[config.mk]
export PLATFORM = sky130hd
export DESIGN_NAME = ir_pulse_width_capture
export DESIGN_NICKNAME = d
export VERILOG_FILES = /design/src/sv/irpwc_pkg.sv /design/src/sv/irpwc_store.sv /design/src/sv/ir_pulse_width_capture.sv
export SDC_FILE = /design/constraint.sdc
export NUM_CORES = 2
export LEC_CHECK = 0
export BUFFER_PORTS_ARGS = -buffer_cell sky130_fd_sc_hd__buf_4
export CAP_MARGIN = 5
export CELL_PAD_IN_SITES_DETAIL_PLACEMENT = 0
export CELL_PAD_IN_SITES_GLOBAL_PLACEMENT = 1
export CORE_AREA = 10 10 607 668
export CTS_CLUSTER_SIZE = 24
export DETAILED_ROUTE_END_ITERATION = 10
export DIE_AREA = 0 0 617 678
export PLACE_DENSITY_LB_ADDON = 0.1
export SLEW_MARGIN = 30
export SYNTH_ARGS = -nofsm -noshare
export SYNTH_HDL_FRONTEND = slang
export SYNTH_MEMORY_MAX_BITS = 65536
export SYNTH_SLANG_ARGS = --single-unit
[constraint.sdc]
create_clock -name clock -period 21.7 [get_ports clock]
set_input_delay 3.255 -clock clock [delete_from_list [all_inputs] [get_ports clock]]
set_output_delay 3.255 -clock clock [all_outputs]
set_load 0.02 [all_outputs]
[src/sv/irpwc_pkg.sv]
package irpwc_pkg;

   localparam int STORE_DEPTH  = 256;
   localparam int IDX_WIDTH    = $clog2(STORE_DEPTH);
   localparam int COUNT_WIDTH  = 16;
   localparam int PERIOD_WIDTH = 16;
   localparam int DUR_WIDTH    = 17;
   localparam int PULSE_WIDTH  = 8;
   localparam int TOTAL_WIDTH  = COUNT_WIDTH + 2;

   localparam logic [DUR_WIDTH-1:0]    DUR_MAX        = '1;
   localparam logic [PERIOD_WIDTH-1:0] PERIOD_RESET   = 16'd40000;
   localparam logic [DUR_WIDTH-1:0]    GAP_RESET      = 17'd40000;
   localparam logic [PULSE_WIDTH-1:0]  MAXPULSE_RESET = 8'd254;

   typedef enum logic [1:0] {
      OP_ARM  = 2'd0,
      OP_EDGE = 2'd1,
      OP_TICK = 2'd2,
      OP_READ = 2'd3
   } op_type;

   typedef enum logic [1:0] {
      REG_PERIOD    = 2'd0,
      REG_GAP       = 2'd1,
      REG_MAXPULSES = 2'd2,
      REG_UNUSED    = 2'd3
   } reg_idx_type;

   typedef enum logic [1:0] {
      ST_IDLE = 2'd0,
      ST_RECV = 2'd1,
      ST_END  = 2'd2
   } rx_state_type;

   // One write into the duration store.
   typedef struct packed {
      logic                 en;
      logic [IDX_WIDTH-1:0] addr;
      logic [DUR_WIDTH-1:0] data;
   } store_wr_type;

   // One read of the duration store.
   typedef struct packed {
      logic                 en;
      logic [IDX_WIDTH-1:0] addr;
   } store_rd_type;

endpackage

[src/sv/irpwc_store.sv]
module irpwc_store (
   input  logic                                clock,
   input  irpwc_pkg::store_wr_type             wr,
   input  irpwc_pkg::store_rd_type             rd,
   output logic [irpwc_pkg::DUR_WIDTH-1:0]     rdata_ff
);

   logic [irpwc_pkg::DUR_WIDTH-1:0] mem [irpwc_pkg::STORE_DEPTH];

   always_ff @(posedge clock) begin
      if (wr.en) begin
         mem[wr.addr] <= wr.data;
      end
   end

   // Read data holds while no read is issued, so a stalled result keeps it.
   always_ff @(posedge clock) begin
      if (rd.en) begin
         rdata_ff <= mem[rd.addr];
      end
   end

endmodule

[src/sv/ir_pulse_width_capture.sv]
// Pulse timing capture for learning infrared remote codes.
//
// Command beats enter on the req_ channel: req_tuser carries the operation
// (arm, line edge, one-microsecond tick, read) and req_tdata the entry index
// used by a read. Every accepted beat produces exactly one result beat on the
// rsp_ channel in the next cycle. rsp_tdata carries the reception state, the
// number of stored durations and, for a read, the stored duration; rsp_tlast
// marks the beat that ended a reception.
// A new beat can be accepted every cycle unless a stalled result holds it
// off; the duration store is a one-port write, one-port read memory with a
// registered read, and every beat needs at most one write. The one exception,
// an end on the pulse limit that stores a duration and a terminator together,
// parks the terminator in a register and writes it in the following cycle,
// which is always free of other writes; reads of that entry then return zero.
// When rsp_tready is low the result register holds and req_tready drops, so
// no beat is lost; req_tready follows rsp_tready when the register is full.
// The csr_ port writes counter_period, gap_limit and max_pulses and is always
// ready. Synchronous reset restores the register defaults and the idle state;
// the store itself is not cleared, and entries never written read undefined.
module ir_pulse_width_capture (
   input  logic        clock,
   input  logic        reset,
   // Command channel.
   input  logic        req_tvalid,
   output logic        req_tready,
   input  logic [7:0]  req_tdata,   // [7:0] read_index
   input  logic [1:0]  req_tuser,   // [1:0] op
   // Result channel.
   output logic        rsp_tvalid,
   input  logic        rsp_tready,
   // [1:0] rx_state, [9:2] pulse_count, [26:10] read_data
   output logic [31:0] rsp_tdata,
   output logic        rsp_tlast,   // done_event
   // Configuration write channel.
   input  logic        csr_valid,
   output logic        csr_ready,
   input  logic [1:0]  csr_index,
   input  logic [16:0] csr_data
);

   localparam int IW = irpwc_pkg::IDX_WIDTH;
   localparam int CW = irpwc_pkg::COUNT_WIDTH;
   localparam int PW = irpwc_pkg::PERIOD_WIDTH;
   localparam int DW = irpwc_pkg::DUR_WIDTH;
   localparam int NW = irpwc_pkg::PULSE_WIDTH;
   localparam int TW = irpwc_pkg::TOTAL_WIDTH;

   // Configuration registers.
   logic [PW-1:0] period_ff;
   logic [DW-1:0] gap_ff;
   logic [NW-1:0] maxp_ff;

   // Reception state.
   irpwc_pkg::rx_state_type state_ff, state_in;
   logic [CW-1:0] tick_ff, tick_in;
   logic [CW-1:0] start_ff, start_in;
   logic [1:0]    ovf_ff, ovf_in;
   logic [NW-1:0] pidx_ff, pidx_in;
   logic          run_ff, run_in;

   // Deferred terminator.
   logic          term_pend_ff, term_pend_in;
   logic [IW-1:0] term_idx_ff, term_idx_in;

   // Result register.
   logic          out_valid_ff;
   logic [1:0]    out_state_ff, out_state_in;
   logic          out_done_ff, out_done_in;
   logic [NW-1:0] out_count_ff, out_count_in;
   logic          out_read_ff, out_read_in;
   logic          out_fwd_ff, out_fwd_in;

   irpwc_pkg::op_type       op;
   irpwc_pkg::store_wr_type item_wr, store_wr;
   irpwc_pkg::store_rd_type store_rd;
   logic [DW-1:0]           mem_rdata;

   logic          accept;
   logic          finish;
   logic          end_limit;
   logic [TW-1:0] ovf_add;
   logic [TW-1:0] total;
   logic [TW-1:0] diff;
   logic [DW-1:0] dur;
   logic [CW:0]   tick_next;
   logic [NW-1:0] n_minus1;

   assign op         = irpwc_pkg::op_type'(req_tuser);
   assign req_tready = !out_valid_ff || rsp_tready;
   assign accept     = req_tvalid && req_tready;
   assign csr_ready  = 1'b1;

   always_ff @(posedge clock) begin
      if (reset) begin
         period_ff <= irpwc_pkg::PERIOD_RESET;
         gap_ff    <= irpwc_pkg::GAP_RESET;
         maxp_ff   <= irpwc_pkg::MAXPULSE_RESET;
      end else if (csr_valid && csr_ready) begin
         case (irpwc_pkg::reg_idx_type'(csr_index))
            irpwc_pkg::REG_PERIOD:    period_ff <= csr_data[PW-1:0];
            irpwc_pkg::REG_GAP:       gap_ff    <= csr_data[DW-1:0];
            irpwc_pkg::REG_MAXPULSES: maxp_ff   <= csr_data[NW-1:0];
            default: begin
            end
         endcase
      end
   end

   // Elapsed time since the previous edge, saturated to the duration width.
   always_comb begin
      case (ovf_ff)
         2'd1:    ovf_add = TW'(period_ff);
         2'd2:    ovf_add = TW'({period_ff, 1'b0});
         default: ovf_add = '0;
      endcase
      total = TW'(tick_ff) + ovf_add;
      diff  = (total >= TW'(start_ff)) ? (total - TW'(start_ff)) : '0;
      dur   = (diff > TW'(irpwc_pkg::DUR_MAX)) ? irpwc_pkg::DUR_MAX : diff[DW-1:0];
   end

   assign tick_next = {1'b0, tick_ff} + (CW+1)'(1);
   assign n_minus1  = pidx_ff - NW'(1);

   // Datapath: counters, store writes and the end condition.
   always_comb begin
      tick_in      = tick_ff;
      start_in     = start_ff;
      ovf_in       = ovf_ff;
      pidx_in      = pidx_ff;
      run_in       = run_ff;
      finish       = 1'b0;
      end_limit    = 1'b0;
      item_wr      = '0;
      if (accept) begin
         case (op)
            irpwc_pkg::OP_ARM: begin
               pidx_in = '0;
               tick_in = '0;
               ovf_in  = '0;
               run_in  = 1'b0;
            end
            irpwc_pkg::OP_EDGE: begin
               if (state_ff == irpwc_pkg::ST_RECV) begin
                  ovf_in   = '0;
                  start_in = tick_ff;
                  if (pidx_ff == '0) begin
                     pidx_in = NW'(1);
                     run_in  = 1'b1;
                  end else if (dur > gap_ff) begin
                     // Over-long gap: its slot becomes the terminator.
                     pidx_in      = n_minus1;
                     item_wr.en   = 1'b1;
                     item_wr.addr = IW'(n_minus1);
                     item_wr.data = '0;
                     finish       = 1'b1;
                  end else begin
                     item_wr.en   = 1'b1;
                     item_wr.addr = IW'(n_minus1);
                     item_wr.data = dur;
                     if (pidx_ff >= maxp_ff) begin
                        end_limit = 1'b1;
                        finish    = 1'b1;
                     end else begin
                        pidx_in = pidx_ff + NW'(1);
                     end
                  end
               end
            end
            irpwc_pkg::OP_TICK: begin
               if (state_ff == irpwc_pkg::ST_RECV && run_ff) begin
                  if (tick_next >= {1'b0, period_ff}) begin
                     tick_in = '0;
                     if (ovf_ff == 2'd1) begin
                        // Second overflow without an edge ends the reception.
                        ovf_in       = '0;
                        pidx_in      = n_minus1;
                        item_wr.en   = 1'b1;
                        item_wr.addr = IW'(n_minus1);
                        item_wr.data = '0;
                        finish       = 1'b1;
                     end else begin
                        ovf_in = ovf_ff + 2'd1;
                     end
                  end else begin
                     tick_in = tick_next[CW-1:0];
                  end
               end
            end
            default: begin
            end
         endcase
         if (finish) begin
            run_in = 1'b0;
         end
      end
   end

   // Next reception state.
   always_comb begin
      state_in = state_ff;
      if (accept) begin
         if (op == irpwc_pkg::OP_ARM) begin
            state_in = irpwc_pkg::ST_RECV;
         end else if (finish) begin
            state_in = irpwc_pkg::ST_END;
         end
      end
   end

   // Store port use and deferred terminator.
   always_comb begin
      term_pend_in = term_pend_ff;
      term_idx_in  = term_idx_ff;
      store_wr     = item_wr;
      if (term_pend_ff) begin
         store_wr.en   = 1'b1;
         store_wr.addr = term_idx_ff;
         store_wr.data = '0;
         term_pend_in  = 1'b0;
      end
      if (end_limit) begin
         term_pend_in = 1'b1;
         term_idx_in  = IW'(pidx_ff);
      end
      store_rd.en   = accept && (op == irpwc_pkg::OP_READ);
      store_rd.addr = req_tdata[IW-1:0];
   end

   // Result fields, taken from the state after this beat.
   always_comb begin
      out_state_in = state_in;
      out_done_in  = finish;
      case (state_in)
         irpwc_pkg::ST_RECV: out_count_in = (pidx_in != '0) ? (pidx_in - NW'(1)) : '0;
         irpwc_pkg::ST_END:  out_count_in = pidx_in;
         default:            out_count_in = '0;
      endcase
      out_read_in = (op == irpwc_pkg::OP_READ);
      out_fwd_in  = term_pend_ff && (req_tdata[IW-1:0] == term_idx_ff);
   end

   always_ff @(posedge clock) begin
      if (reset) begin
         state_ff     <= irpwc_pkg::ST_IDLE;
         tick_ff      <= '0;
         start_ff     <= '0;
         ovf_ff       <= '0;
         pidx_ff      <= '0;
         run_ff       <= 1'b0;
         term_pend_ff <= 1'b0;
         term_idx_ff  <= '0;
         out_valid_ff <= 1'b0;
      end else begin
         state_ff     <= state_in;
         tick_ff      <= tick_in;
         start_ff     <= start_in;
         ovf_ff       <= ovf_in;
         pidx_ff      <= pidx_in;
         run_ff       <= run_in;
         term_pend_ff <= term_pend_in;
         term_idx_ff  <= term_idx_in;
         if (accept) begin
            out_valid_ff <= 1'b1;
         end else if (rsp_tready) begin
            out_valid_ff <= 1'b0;
         end
      end
   end

   always_ff @(posedge clock) begin
      if (accept) begin
         out_state_ff <= out_state_in;
         out_done_ff  <= out_done_in;
         out_count_ff <= out_count_in;
         out_read_ff  <= out_read_in;
         out_fwd_ff   <= out_fwd_in;
      end
   end

   irpwc_store u_store (
      .clock    (clock),
      .wr       (store_wr),
      .rd       (store_rd),
      .rdata_ff (mem_rdata)
   );

   logic [DW-1:0] read_data;
   assign read_data = (out_read_ff && !out_fwd_ff) ? mem_rdata : '0;

   assign rsp_tvalid = out_valid_ff;
   assign rsp_tdata  = {5'd0, read_data, out_count_ff, out_state_ff};
   assign rsp_tlast  = out_done_ff;

   // The deferred terminator must never collide with a beat's own write.
   a_term_no_clash: assert property (@(posedge clock) disable iff (reset)
      term_pend_ff |-> !item_wr.en)
      else $error("deferred terminator collides with a store write");

   // A running counter implies an active reception with a first edge seen.
   a_run_recv: assert property (@(posedge clock) disable iff (reset)
      run_ff |-> (state_ff == irpwc_pkg::ST_RECV) && (pidx_ff != '0))
      else $error("counter running outside an active reception");

   // The overflow count never reaches two: the second overflow clears it.
   a_ovf_range: assert property (@(posedge clock) disable iff (reset)
      ovf_ff != 2'd2 && ovf_ff != 2'd3)
      else $error("overflow count out of range");

   // A done result always reports the ended state.
   a_done_ended: assert property (@(posedge clock) disable iff (reset)
      (rsp_tvalid && out_done_ff) |-> (out_state_ff == irpwc_pkg::ST_END))
      else $error("done result without ended state");

   // A stalled result keeps its read data.
   a_hold_read: assert property (@(posedge clock) disable iff (reset)
      (rsp_tvalid && !rsp_tready) |=> $stable(read_data))
      else $error("read data changed under stall");

endmodule
==> results.json <==
{
  "status": "finished, final reports clean",
  "worst-r2r-setup-slack_ns": 10.24,
  "cp-end-kind": "flip-flop",
  "drt_pass1_iterations": 6,
  "clkTransAtPathRegs_ns": 0.06,
  "power_density_nw_per_um2": 88.2,
  "cp_data_arrival_time_ns": 12.12,
  "swShare_pct": 20.4,
  "fin_crit_ns": 11.46,
  "vias": 83500,
  "peakVddDrop_v": 0.0000697,
  "area_growth_pct": 13.8,
  "endpoint": "u_store.mem[111][6]",
  "drc": 0,
  "synth_area_um2": 175000,
  "yosys_register_bits": 4478,
  "p_int_mw": 14.0,
  "p_leak_nw": 59.1,
  "multiInputGateArea_um2": 40400,
  "synth_top_area_share_pct": 75.1,
  "hold_violations": 0,
  "dieArea_um2": 418000,
  "cpPeakStageDelay_ns": 0.80,
  "cp.required_ns": 22.37,
  "fmax_mhz": 87.3,
  "synth_cells": 7609,
  "ys_types": 89,
  "cp_max_fo": 97,
  "clock_latency_ns": 1.01,
  "r2r_cells": 33,
  "yosys_warnings": 0,
  "reg2reg_from": "ovf_ff[0]",
  "nFillCells": 30700,
  "postCtsHoldBufs": 0,
  "relSlewSlack_pct": 30.0,
  "core_um2": 391000,
  "grt_max_degree": 119,
  "gp_congestion": 0.795,
  "drive_gt1_share_pct": 31.4,
  "drt-initial-drc-count": 8695,
  "syn_area_per_cell_um2": 23.0,
  "crit_start": "ovf_ff[0]",
  "yosysSeqAreaShare_pct": 76.2,
  "postRouteAntennaNets": 0,
  "clk_path_buf_depth": 4,
  "yosys-top-cells-area": "edfxtp_1 75%, mux4_2 19%, dfxtp_1 1.1%, nor2_1 0.83%, ha_1 0.63%",
  "antenna_found_initial": 24,
  "clkPwrFrac_pct": 43.9,
  "cts-root-buf": "clkbuf_16",
  "cts.repair.resized": 0,
  "critPathKind": "reg2reg",
  "setup_tns_ns": 0,
  "final_core_util_pct": 51.0,
  "cts_setup_buffers": 0,
  "r2r-end": "u_store.mem[111][6]",
  "crit_path_start_kind": "flip-flop",
  "maxCapViolations": 0,
  "crit_slowest_cell": "o31ai_2",
  "seq_power_share_pct": 53.2,
  "synth_commonest_cells": "4382 x edfxtp_1, 1445 x mux4_2, 387 x nor2_1",
  "seqCellArea_um2": 134000,
  "rsz0062_at_grt": "false",
  "chipWidth_um": 617,
  "portBuffers": 63,
  "cts_tree": "yes",
  "cts_sinks": 4478,
  "drv_slew": 0,
  "drt-total-wl_mm": 486,
  "pin_count": 70,
  "timing.final.crit_share_pct": 52.8,
  "nNetsFinal": 8223,
  "p_sw_mw": 3.58,
  "grt_overflow": 0,
  "rows": 241,
  "ys_async_sr_fraction_pct": 0,
  "synth_top_area_cell": "edfxtp_1",
  "grt_pass1_wl_mm": 683,
  "synth-edff-count": 4382,
  "place_hpwl_mm": 281,
  "die_height_um": 678,
  "cts_made_buffers": 449,
  "htreeDepth": 5,
  "vias_per_cell": 6.10,
  "synth_most_common_cell": "edfxtp_1",
  "fin_skew_ns": 0.0480,
  "setup_viol": 0,
  "grtUsageTotal_pct": 22.9,
  "worst_pin_slew_ns": 1.05,
  "initial_utilization_pct": 44.8,
  "wl_per_cell_um": 35.5,
  "synth_flop_cell": "edfxtp_1",
  "combPwrFrac_pct": 2.9,
  "grt_pass1_vias": 85000,
  "hold_path_class": "reg2reg"
}
-- power by group through the flow --
stage | Combinational (mW) | Clock, mW | Sequential (mW)
after CTS | 0.522 | 7.87 | 9.35
after floorplan | 0.332 | 0 | 9.54
after global routing | 0.536 | 8.22 | 9.35
after detailed placement | 0.522 | 0 | 9.54
after global placement | 0.522 | 0 | 9.54
final | 0.509 | 7.72 | 9.35
-- cell usage in the layout (no fill, tap or decap), types with 25 or more instances in the layout --
cell type	Yosys	routed
mux4_2	1445	1445
xor2_1	29	29
clkbuf_1	221	92
xnor2_1	28	28
a21oi_1	80	80
nor2_2	1	31
ha_1	88	88
edfxtp_1	4382	4382
dfxtp_1	96	96
clkinv_1	0	99
clkbuf_16	0	453
nand3_1	41	40
o21ai_0	73	56
and2_1	25	25
buf_4	6	386
nand2_1	111	102
clkinv_2	0	74
nor2_1	387	309
bufinv_16	0	51
nor2_4	0	48
inv_1	84	84
mux2i_1	25	25
-- how the worst min path moves through the flow --
stage               slack [ns]          to       start  depth (start not counted)
floorplan                 0.44  gap_ff[13]  gap_ff[13]                          2
global placement          0.45  gap_ff[13]  gap_ff[13]                          2
detailed placement        0.45   gap_ff[3]   gap_ff[3]                          2
CTS                       0.46   gap_ff[3]   gap_ff[3]                          2
global route              0.48   gap_ff[8]   gap_ff[8]                          2
finish                    0.46  gap_ff[16]  gap_ff[16]                          2
-- cell type report --
| class | count | share of cell area, % |
|---|---|---|
| sequential | 4478 | 66.9 |
| clock buffer | 550 | 5.88 |
| inverter | 85 | 0.160 |
| tap | 5224 | 3.28 |
| clock inverter | 258 | 1.40 |
| multi-input combinational | 2636 | 20.3 |
| timing repair buffer | 449 | 2.07 |
| antenna | 15 | 0.0188 |
-- layer usage --
layer	global-route usage [%]	share of wire, %	vias to the layer above
li1	-	-	33400
met1	32.7	42	46400
met2	37.4	49	3028
met3	3.19	5.9	628
met4	6.25	2.9	4
met5	0	0.0056	-
-- flip-flops by register name (all words and copies together) (netlist names), 8 cells and up --
register / cells
pidx_ff: 8
u_store.rdata_ff: 17
tick_ff: 16
maxp_ff: 8
start_ff: 16
period_ff: 16
term_idx_ff: 8
gap_ff: 17
u_store.mem: 4352
out_count_ff: 8
-- through the flow --
stage               instance area (um^2)  hold WS [ns]  cells  total power, mW  setup slack, ns
floorplan                         175000         0.436   7613             9.87             2.75
global placement                  184000         0.447  12800             10.1             9.79
detailed placement                185000         0.449  12900             10.1            10.13
CTS                               199000         0.458  13700             17.7            10.03
global route                      199000         0.476  13700             18.1             9.53
finish                            199000         0.455  13700             17.6            10.24
-- worst max-delay path: cells and delay by family (launching register included) --
kind,cells,cell delay [ns]
XOR/XNOR,1,0.16
flip-flops,1,0.38
AO/OA/AOI/OAI,16,4.71
buffers and inverters,6,2.58
adder cells (fa/ha/maj),4,1.54
AND/OR/NAND/NOR,6,1.50
-- cell families (layout without fill, tap and decap cells) --
family          Yosys count  count (layout)  synth area share (%)
flops                  4478            4478                  76.2
mux                    1471            1471                  18.7
simple gates            697             697                  1.78
buf+inv                 499            1342                  1.18
compound gates          315             315                  1.20
fa+ha+maj                90              90                 0.651
xor+xnor                 57              57                 0.285
other cells               2              21               0.00429
Note: power is estimated with default switching activity, not from simulation.
